`config.mk`:
```
export PLATFORM = sky130hd
export DESIGN_NAME = extended_gcd_top_flat
export DESIGN_NICKNAME = d
export VERILOG_FILES = /design/src/hdl/xgcd_pkg.sv /design/src/hdl/xgcd_req_if.sv /design/src/hdl/xgcd_rsp_if.sv /design/src/hdl/extended_gcd_top.sv /design/src/flat_wrapper.sv
export SDC_FILE = /design/constraint.sdc
export NUM_CORES = 1
export LEC_CHECK = 0
export BUFFER_PORTS_ARGS = -buffer_cell sky130_fd_sc_hd__buf_2
export CORE_MARGIN = 10
export CORE_UTILIZATION = 50
export CTS_CLUSTER_SIZE = 20
export DETAILED_ROUTE_END_ITERATION = 6
export PLACE_DENSITY = 0.8
export SLEW_MARGIN = 20
export SYNTH_ARGS = -nofsm -noshare
export SYNTH_HDL_FRONTEND = slang
export SYNTH_SLANG_ARGS = --single-unit
export TNS_END_PERCENT = 100
```
`constraint.sdc`:
```
create_clock -name clk -period 8.3 [get_ports clk]
set_input_delay 2.49 -clock clk [delete_from_list [all_inputs] [get_ports clk]]
set_output_delay 2.49 -clock clk [all_outputs]
set_load 0.1 [all_outputs]
```
`src/hdl/xgcd_pkg.sv`:
```
`timescale 1ns / 1ps

package xgcd_pkg;

    localparam int OPERAND_WIDTH = 32;
    localparam int COEF_WIDTH    = OPERAND_WIDTH + 1;
    localparam int CNT_WIDTH     = $clog2(OPERAND_WIDTH);

    typedef logic [OPERAND_WIDTH-1:0]       opnd_t;
    typedef logic signed [COEF_WIDTH-1:0]   coef_t;
    typedef logic [CNT_WIDTH-1:0]           cnt_t;

    localparam cnt_t CNT_LAST = cnt_t'(OPERAND_WIDTH - 1);

    typedef enum logic [4:0] {
        ST_IDLE   = 5'b00001,
        ST_CHECK  = 5'b00010,
        ST_DIV    = 5'b00100,
        ST_UPDATE = 5'b01000,
        ST_DONE   = 5'b10000
    } state_t;

endpackage

```
`src/hdl/xgcd_req_if.sv`:
```
`timescale 1ns / 1ps

interface xgcd_req_if;

    logic              valid;
    logic              ready;
    xgcd_pkg::opnd_t   first_operand;
    xgcd_pkg::opnd_t   second_operand;

    modport source (
        output valid,
        output first_operand,
        output second_operand,
        input  ready
    );

    modport sink (
        input  valid,
        input  first_operand,
        input  second_operand,
        output ready
    );

endinterface

```
`src/hdl/xgcd_rsp_if.sv`:
```
`timescale 1ns / 1ps

interface xgcd_rsp_if;

    logic              valid;
    logic              ready;
    xgcd_pkg::coef_t   coef_first;
    xgcd_pkg::coef_t   coef_second;
    xgcd_pkg::opnd_t   divisor_common;

    modport source (
        output valid,
        output coef_first,
        output coef_second,
        output divisor_common,
        input  ready
    );

    modport sink (
        input  valid,
        input  coef_first,
        input  coef_second,
        input  divisor_common,
        output ready
    );

endinterface

```
`src/hdl/extended_gcd_top.sv`:
```
// Extended Euclidean algorithm: for operands a and b it returns the gcd and
// Bezout coefficients s and t with a*s + b*t equal to the gcd.
// The request channel carries first_operand (a) and second_operand (b); the
// response channel carries coef_first (s), coef_second (t), both two's
// complement, and divisor_common (the gcd).
// One item is processed at a time. The request side is ready only while the
// block is idle. Each Euclid step runs a restoring divider, one quotient bit
// per cycle, which also accumulates the quotient times the current
// coefficients by shift and add; the update state then rotates the remainders
// and coefficients and the check state tests for a zero remainder. A 32-bit
// operand pair takes up to about 47 Euclid steps.
// The request side is ready again in the cycle after the response transfer.
// The result is held on the response channel until its transfer completes;
// a stalled receiver simply keeps the block busy.
// Reset returns the sequencer to idle and drops response valid; any item in
// progress is lost.
`timescale 1ns / 1ps

module extended_gcd_top (
    input  logic             clk,
    input  logic             rst_n,
    xgcd_req_if.sink         req,
    xgcd_rsp_if.source       rsp
);

    import xgcd_pkg::*;

    state_t state_reg, state_next;
    cnt_t   cnt_reg, cnt_next;

    opnd_t  ra_reg, ra_next;
    opnd_t  rb_reg, rb_next;
    coef_t  sa_reg, sa_next;
    coef_t  ta_reg, ta_next;
    coef_t  sb_reg, sb_next;
    coef_t  tb_reg, tb_next;
    opnd_t  rem_reg, rem_next;
    opnd_t  dvd_reg, dvd_next;
    coef_t  acc_s_reg, acc_s_next;
    coef_t  acc_t_reg, acc_t_next;

    logic [OPERAND_WIDTH:0] trial;
    opnd_t                  diff;
    logic                   qbit;

    assign trial = {rem_reg, dvd_reg[OPERAND_WIDTH-1]};
    assign diff  = trial[OPERAND_WIDTH-1:0] - ra_reg;
    assign qbit  = (trial >= {1'b0, ra_reg});

    assign req.ready          = (state_reg == ST_IDLE);
    assign rsp.valid          = (state_reg == ST_DONE);
    assign rsp.coef_first     = sb_reg;
    assign rsp.coef_second    = tb_reg;
    assign rsp.divisor_common = rb_reg;

    always_comb
    begin
        state_next = state_reg;
        cnt_next   = cnt_reg;
        ra_next    = ra_reg;
        rb_next    = rb_reg;
        sa_next    = sa_reg;
        ta_next    = ta_reg;
        sb_next    = sb_reg;
        tb_next    = tb_reg;
        rem_next   = rem_reg;
        dvd_next   = dvd_reg;
        acc_s_next = acc_s_reg;
        acc_t_next = acc_t_reg;
        case (state_reg)
            ST_IDLE:
            begin
                if (req.valid)
                begin
                    ra_next    = req.first_operand;
                    rb_next    = req.second_operand;
                    sa_next    = coef_t'(1);
                    ta_next    = '0;
                    sb_next    = '0;
                    tb_next    = coef_t'(1);
                    state_next = ST_CHECK;
                end
            end
            ST_CHECK:
            begin
                if (ra_reg == '0)
                begin
                    state_next = ST_DONE;
                end
                else
                begin
                    rem_next   = '0;
                    dvd_next   = rb_reg;
                    acc_s_next = '0;
                    acc_t_next = '0;
                    cnt_next   = '0;
                    state_next = ST_DIV;
                end
            end
            ST_DIV:
            begin
                rem_next   = qbit ? diff : trial[OPERAND_WIDTH-1:0];
                dvd_next   = {dvd_reg[OPERAND_WIDTH-2:0], 1'b0};
                acc_s_next = {acc_s_reg[COEF_WIDTH-2:0], 1'b0} + (qbit ? sa_reg : coef_t'(0));
                acc_t_next = {acc_t_reg[COEF_WIDTH-2:0], 1'b0} + (qbit ? ta_reg : coef_t'(0));
                cnt_next   = cnt_reg + cnt_t'(1);
                if (cnt_reg == CNT_LAST)
                begin
                    state_next = ST_UPDATE;
                end
            end
            ST_UPDATE:
            begin
                rb_next    = ra_reg;
                sb_next    = sa_reg;
                tb_next    = ta_reg;
                ra_next    = rem_reg;
                sa_next    = sb_reg - acc_s_reg;
                ta_next    = tb_reg - acc_t_reg;
                state_next = ST_CHECK;
            end
            ST_DONE:
            begin
                if (rsp.ready)
                begin
                    state_next = ST_IDLE;
                end
            end
            default:
            begin
                state_next = ST_IDLE;
            end
        endcase
    end

    always_ff @(posedge clk or negedge rst_n)
    begin
        if (!rst_n)
        begin
            state_reg <= ST_IDLE;
            cnt_reg   <= '0;
        end
        else
        begin
            state_reg <= state_next;
            cnt_reg   <= cnt_next;
        end
    end

    always_ff @(posedge clk)
    begin
        ra_reg    <= ra_next;
        rb_reg    <= rb_next;
        sa_reg    <= sa_next;
        ta_reg    <= ta_next;
        sb_reg    <= sb_next;
        tb_reg    <= tb_next;
        rem_reg   <= rem_next;
        dvd_reg   <= dvd_next;
        acc_s_reg <= acc_s_next;
        acc_t_reg <= acc_t_next;
    end

    // The partial remainder always stays below the divisor.
    assert property (@(posedge clk) disable iff (!rst_n)
        (state_reg == ST_DIV) |-> (rem_reg < ra_reg))
        else $error("partial remainder not below divisor");

    // A division goes on to the update after its last quotient bit.
    assert property (@(posedge clk) disable iff (!rst_n)
        (state_reg == ST_DIV && cnt_reg == CNT_LAST) |=> (state_reg == ST_UPDATE))
        else $error("division did not end after its last quotient bit");

    // A request transfer starts the zero test of the first remainder.
    assert property (@(posedge clk) disable iff (!rst_n)
        (req.valid && req.ready) |=> (state_reg == ST_CHECK))
        else $error("request transfer did not start the sequencer");

    // A result is only offered while no new request can be taken.
    assert property (@(posedge clk) disable iff (!rst_n)
        rsp.valid |-> !req.ready)
        else $error("response valid while request side ready");

    // An update is always preceded by a nonzero divisor.
    assert property (@(posedge clk) disable iff (!rst_n)
        (state_reg == ST_UPDATE) |-> (ra_reg != '0))
        else $error("update with zero divisor");

endmodule
```
`src/flat_wrapper.sv`:
```
// flat-port wrapper written by rule: the top's interface ports become plain ports
module extended_gcd_top_flat import xgcd_pkg::*;
  (clk, rst_n, req_valid, req_first_operand, req_second_operand, req_ready, rsp_valid, rsp_coef_first, rsp_coef_second, rsp_divisor_common, rsp_ready);
  xgcd_req_if req_i ();
  xgcd_rsp_if rsp_i ();
  input  logic clk;
  input  logic rst_n;
  input wire logic [$bits(req_i.valid)-1:0] req_valid;
  input wire logic [$bits(req_i.first_operand)-1:0] req_first_operand;
  input wire logic [$bits(req_i.second_operand)-1:0] req_second_operand;
  output wire logic [$bits(req_i.ready)-1:0] req_ready;
  output wire logic [$bits(rsp_i.valid)-1:0] rsp_valid;
  output wire logic [$bits(rsp_i.coef_first)-1:0] rsp_coef_first;
  output wire logic [$bits(rsp_i.coef_second)-1:0] rsp_coef_second;
  output wire logic [$bits(rsp_i.divisor_common)-1:0] rsp_divisor_common;
  input wire logic [$bits(rsp_i.ready)-1:0] rsp_ready;
  assign req_i.valid = req_valid;
  assign req_i.first_operand = req_first_operand;
  assign req_i.second_operand = req_second_operand;
  assign req_ready = req_i.ready;
  assign rsp_valid = rsp_i.valid;
  assign rsp_coef_first = rsp_i.coef_first;
  assign rsp_coef_second = rsp_i.coef_second;
  assign rsp_divisor_common = rsp_i.divisor_common;
  assign rsp_i.ready = rsp_ready;
  extended_gcd_top u_core (.clk(clk), .rst_n(rst_n), .req(req_i), .rsp(rsp_i));
endmodule
```
==> results.tsv, run 1 <==
stage	metric	value	unit
outcome	outcome	completed	
setup_path	crit_type	register to register	
final_layout	layout_commonest_cell	nand2_1	
timing	fmax	167.4	MHz
logic_synthesis	yosys_warnings	0	
place	place_congestion	0.9567	
clock_tree	ctsResizeCount	0	
floorplanning	pin_count	168	
final_layout	post_route_cells_drive_above_1_share	0.1051	
timing	setup_viol	0	
timing	finalSetupTns	0	ps
clock_tree	postCtsSetupBuffers	0	
timing	finalCritPeriodShare	0.7199	
routing	met1_length	26060	um
global_route	track_usage	0.2169	
clock_tree	ctsHtreeMaxLevel	2	
logic_synthesis	synth_fp_nets	2574	
clock_tree	clock_path_buffers	3	
routing	dr_wl_met3	4448	um
setup_path	critPathLaunchType	register	
floorplanning	die_w	230.4	um
clock_tree	numCtsBuffers	38	
clock_tree	clkSinkCount	336	
floorplanning	start_util	0.5028	
setup_path	cp.arrival	6250	ps
logic_synthesis	avgSynthCellArea	9.456	um2
routing	post_drt_wl_per_cell	19.18	um
setup_path	endpoint_kind	register	
clock_tree	cts_tree	built	
clock_tree	cts_root_buf	clkbuf_16	
timing	fin_hold_ws	507.7	ps
final_layout	nNetsFinal	2707	
routing	drt-pass1-iter-count	6	
routing	ant_nets	0	
routing	vias	18310	
global_route	overflow	0	
clock_tree	hold_buffers	0	
routing	vias_per_cell	5.916	
pwr	vdd_drop_max	0.2851	mV
timing	report.final.slew_viol_count	0	
setup_path	crit_fanout	56	
floorplanning	coreArea	0.04403	mm2
place	io_buffers	167	
logic_synthesis	synth.yosys.seq_area_share	0.4536	
setup_path	worst_ep_required_time	8570	ps
final_layout	diodes	0	
timing	rsz0062_at_grt	false	
logic_synthesis	ys_seq_elements	336	
global_route	antenna_found_initial	2	
timing	worst_pin_slew	1007	ps
pwr	fin_total_pwr	9.117	mW
place	placed_cell_area	0.02344	mm2
pwr	p_leak	10.37	nW
final_layout	final_area	0.02459	mm2
place	hpwlAfterDp	41820	um
global_route	grt_pass1_vias	17910	
global_route	grt_pass1_wl	94930	um
routing	drt_wl_total	59350	um
final_layout	area_delta_synth_final	11.08	%
routing	wl_met2	27290	um
floorplanning	chipHeight	230.4	um
routing	drt-initial-drc-count	1771	
timing	slew_headroom	0.3263	
timing	final-hold-violation-count	0	
clock_tree	clk_latency	570	ps
job	drv_cap	0	
logic_synthesis	synth_edf_count	326	
clock_tree	clkTransAtPathRegs	60	ps
routing	top_layer	met5	
pwr	power_density	370.8	mW/mm2
floorplanning	row_count	77	
logic_synthesis	syn-cell-area	0.02214	mm2
timing	fin_crit	5975	ps
final_layout	final_cell_mix	nand2_1 (363), edfxtp_1 (326), nor2_1 (183), buf_2 (167), ha_1 (160)	
global_route	grt_max_degree	163	
logic_synthesis	synth_ff_type	edfxtp_1	
logic_synthesis	synth.distinct_cells	91	
logic_synthesis	async_flop_share	0.02976	
floorplanning	dieArea	0.05309	mm2
timing	skew	12.70	ps
logic_synthesis	synthCells	2341	
hold_path	hold_path_class	register to register	
routing	route.detailed.drc	0	
-- stage by stage --
step / setup WS, ps / util / instances
final: 2325 / 0.5585 / 3094
after global routing: 1836 / 0.5585 / 3094
after CTS: 2354 / 0.5584 / 3094
after detailed placement: 2395 / 0.5323 / 3026
after global placement: 2644 / 0.5321 / 3026
after floorplan: 588.4 / - / 2341
-- power by group --
part	internal, mW	total, mW	switching [mW]
registers	2.44	2.71	0.263
clock network	0.896	1.61	0.711
logic	1.52	4.80	3.28
total	4.86	9.12	4.26
-- worst max-delay path: stages, from the launching register on --
cell	delay [ps]
edfxtp_1	420
ha_1	430
a211oi_1	300
nor2_1	80
o211a_1	240
o21ai_0	220
a32o_1	320
nand2_2	590
and2_1	430
ha_1	220
fa_1	450
a211oi_1	360
o21bai_1	160
a2111oi_2	480
nor3_1	200
a211oi_1	310
o21ai_0	170
a21oi_1	190
nor3b_1	80
-- cell usage after synthesis (all sizes together), types with 14 or more instances --
cell type / instances / area (um2)
or3: 17 / 107.6
xnor2: 55 / 481.7
nand4: 21 / 137.6
o21ai: 130 / 654.4
a21oi: 158 / 790.8
nand3: 59 / 300.3
clkbuf: 61 / 229.0
and3: 21 / 131.4
inv: 143 / 536.8
nand2: 366 / 1376
buf: 21 / 161.4
nor3: 55 / 280.3
edfxtp: 326 / 9789
and2: 141 / 887.1
a31oi: 18 / 118.9
nor3b: 14 / 105.1
a211oi: 33 / 252.7
nand2b: 27 / 168.9
nor2: 183 / 686.9
o21a: 21 / 157.7
o21bai: 22 / 165.2
ha: 160 / 2002
xor2: 37 / 324.1
o211ai: 19 / 152.6
a21o: 56 / 420.4
-- area by class of cell --
class | instances | area (um2)
clock buffer | 47 | 1049
clock inverter | 21 | 101.3
inverter | 143 | 536.8
multi-input combinational | 1780 | 11200
sequential | 336 | 10040
timing repair buffer | 175 | 924.6
fill | 3863 | 19440
tap | 592 | 740.7
-- metal layers --
| metal | up-vias | GRT usage |
|---|---|---|
| li1 | 8687 | - |
| met1 | 8772 | 0.2941 |
| met2 | 723 | 0.3473 |
| met3 | 119 | 0.04047 |
| met4 | 4 | 0.06680 |
| met5 | - | 0 |
-- path summary, 6_finish.rpt --
path,slack (ps),from,cells after the start,to
min in group asynchronous,1790,rst_n,1,u_core.state_reg[1]
worst max register to register,2330,u_core.rem_reg[17],18,u_core.acc_s_reg[25]
worst max-delay path,2330,u_core.rem_reg[17],18,u_core.acc_s_reg[25]
worst min register to register,510,u_core.dvd_reg[23],2,u_core.dvd_reg[24]
worst min-delay path,510,u_core.dvd_reg[23],2,u_core.dvd_reg[24]
max in group asynchronous,6260,rst_n,1,u_core.state_reg[0]
-- logic make-up after synthesis --
family                   share of synthesized area
AND/OR/NAND/NOR                             0.2095
AO/OA/AOI/OAI                               0.1573
flip-flops                                  0.4536
buffers and inverters                      0.04188
adder cells (fa/ha/maj)                    0.09496
XOR/XNOR                                   0.03640
multiplexers                              0.006387
(Power assumes the default switching activity.)
==> inputs of run 2 (changes only) <==
Settings changed: ABC_AREA set to 1.
Clock period 8.3 ns to 6.03 ns, I/O delays scaled along.
==> results.tsv, run 2 <==
stage	metric	value	unit
outcome	outcome	completed	
routing	vias	20520	
job	drv_cap	0	
setup_path	critPathMaxStageDelay	490	ps
setup_path	cpMaxStageDelayCell	o21ai_0	
final_layout	final_area	0.02562	mm2
place	placed_cell_area	0.02427	mm2
hold_path	hold_path_class	register to register	
logic_synthesis	yosys_warnings	0	
clock_tree	clk_latency	570	ps
global_route	overflow	0	
global_route	antenna_found_initial	0	
final_layout	multiInputGateArea	0.01102	mm2
routing	ant_nets	0	
logic_synthesis	ys_top_cells_by_count	nand2_1 (679), nor2_1 (410), inv_1 (402), edfxtp_1 (326), a21oi_1 (292)	
logic_synthesis	synth_top_area_frac	0.4291	
timing	skew	16.52	ps
routing	post_drt_wl_per_cell	17.42	um
final_layout	layout_commonest_cell	nand2_1	
routing	drt-initial-drc-count	2110	
clock_tree	hold_buffers	0	
clock_tree	cts_root_buf	clkbuf_16	
routing	vias_per_cell	5.544	
routing	drt-pass1-iter-count	5	
clock_tree	cts_tree	built	
place	io_buffers	167	
setup_path	critPathLaunchType	register	
floorplanning	die_w	233.6	um
logic_synthesis	synth_ff_type	edfxtp_1	
setup_path	crit_fanout	29	
floorplanning	pin_count	168	
timing	setup_viol	0	
timing	rsz0062_at_grt	false	
place	place_congestion	0.9733	
timing	final-hold-violation-count	0	
routing	drt_wl_total	64500	um
place	dp.cells	3629	
logic_synthesis	yosysMostFrequentCell	nand2_1	
timing	slew_headroom	0.2546	
logic_synthesis	avgSynthCellArea	7.837	um2
global_route	grt_pass1_vias	19490	
floorplanning	dieArea	0.05457	mm2
final_layout	post_route_cells_drive_above_1_share	0.08575	
global_route	track_usage	0.2328	
logic_synthesis	async_flop_share	0.02976	
setup_path	worst_ep_required_time	6360	ps
setup_path	critPathMostFrequentCell	a21oi_1	
logic_synthesis	synthCells	2911	
timing	finalCritPeriodShare	0.7320	
clock_tree	clkSinkCount	336	
floorplanning	coreArea	0.04528	mm2
final_layout	diodes	0	
clock_tree	ctsHtreeMaxLevel	2	
global_route	grt_pass1_wl	102100	um
timing	fin_crit	4414	ps
final_layout	utilization	0.5658	
logic_synthesis	synth_edf_count	326	
final_layout	register_area	0.01004	mm2
setup_path	cp.arrival	4740	ps
clock_tree	numCtsBuffers	40	
timing	finalSetupTns	0	ps
global_route	grt_max_degree	121	
final_layout	layout.cells.non_filler	3702	
final_layout	fill_cells	4218	
setup_path	crit_type	register to register	
clock_tree	clock_path_buffers	3	
floorplanning	chipHeight	233.6	um
floorplanning	row_count	78	
routing	route.detailed.drc	0	
logic_synthesis	synth.distinct_cells	51	
logic_synthesis	syn-cell-area	0.02281	mm2
logic_synthesis	synth_fp_nets	3144	
final_layout	area_delta_synth_final	12.30	%
floorplanning	start_util	0.5038	
clock_tree	ctsResizeCount	0	
timing	worst_pin_slew	1118	ps
clock_tree	clkTransAtPathRegs	60	ps
final_layout	final_cell_mix	nand2_1 (678), nor2_1 (409), inv_1 (400), edfxtp_1 (326), a21oi_1 (292)	
logic_synthesis	ys_seq_elements	336	
setup_path	crit_chain	ha_1, a21oi_1, nand2_1, a21oi_1, nand3_2, nand2_2, nand2_4, inv_2, buf_4, nor2_1, ha_1, o21ai_0, o21ai_0, a21oi_1, inv_1, nand3b_1, a21oi_1, nor2_1	
timing	report.final.slew_viol_count	0	
final_layout	nNetsFinal	3304	
logic_synthesis	synth.yosys.seq_area_share	0.4401	
place	hpwlAfterDp	47960	um
clock_tree	postCtsSetupBuffers	0	
logic_synthesis	synth_area_leaders	edfxtp_1 (43%), nand2_1 (11%), ha_1 (8.8%)	
timing	fmax	226.6	MHz
logic_synthesis	netlist.top_cell.by_area	edfxtp_1	
setup_path	endpoint_kind	register	
run 2: final timing paths:
| path | endpoint | cells past startpoint | slack (ps) | startpoint |
|---|---|---|---|---|
| max | u_core.acc_t_reg[31] | 18 | 1620 | u_core.rem_reg[11] |
| min | u_core.cnt_reg[0] | 1 | 510 | u_core.cnt_reg[0] |
| max reg2reg | u_core.acc_t_reg[31] | 18 | 1620 | u_core.rem_reg[11] |
| min reg2reg | u_core.cnt_reg[0] | 1 | 510 | u_core.cnt_reg[0] |
| max in group asynchronous | u_core.state_reg[0] | 1 | 4670 | rst_n |
| min in group asynchronous | u_core.state_reg[4] | 1 | 1100 | rst_n |
run 2: per-stage QoR:
step | hold slack (ps) | worst slack [ps]
global placement | 490.4 | 1799
finish | 509.7 | 1616
global route | 531.3 | 1108
CTS | 511.6 | 1660
detailed placement | 496.4 | 1692
floorplan | 471.2 | 566.8
run 2: kinds of logic (layout without fill, tap and decap cells):
logic type	count (synthesis)	in the layout	share of synthesized area
xor gates and xnor gates	26	26	0.009981
and+or+nand+nor	1282	1282	0.2267
AOI/OAI and AO/OA	637	637	0.1525
adders and majority gates	165	165	0.09214
buffers and inverters	465	656	0.07859
DFF	336	336	0.4401
run 2: routing by layer:
layer | vias up | routed length [um] | global-route usage
li1 | 10110 | - | -
met1 | 9470 | 28220 | 0.3164
met2 | 821 | 29230 | 0.3705
met3 | 124 | 5217 | 0.03883
met4 | 0 | 1826 | 0.07962
met5 | - | 0 | 0
run 2: cell type report:
type,instances,area share
Timing Repair Buffer,179,0.03663
Inverter,404,0.05934
Sequential cell,336,0.3919
Clock buffer,56,0.04425
Tap cell,600,0.02930
Multi-Input combinational cell,2110,0.4300
Clock inverter,17,0.008547
run 2: worst max-delay path, delay by kind of cell, from the launching register on:
family / cells / cell delay, ps
simple gates: 7 / 700
fa+ha+maj: 2 / 760
buf+inv: 3 / 910
compound gates: 6 / 1360
flops: 1 / 420
Power of run 2 is not shown: default switching activity piles up to over one toggle a cycle in this logic, so the estimate is an artifact.
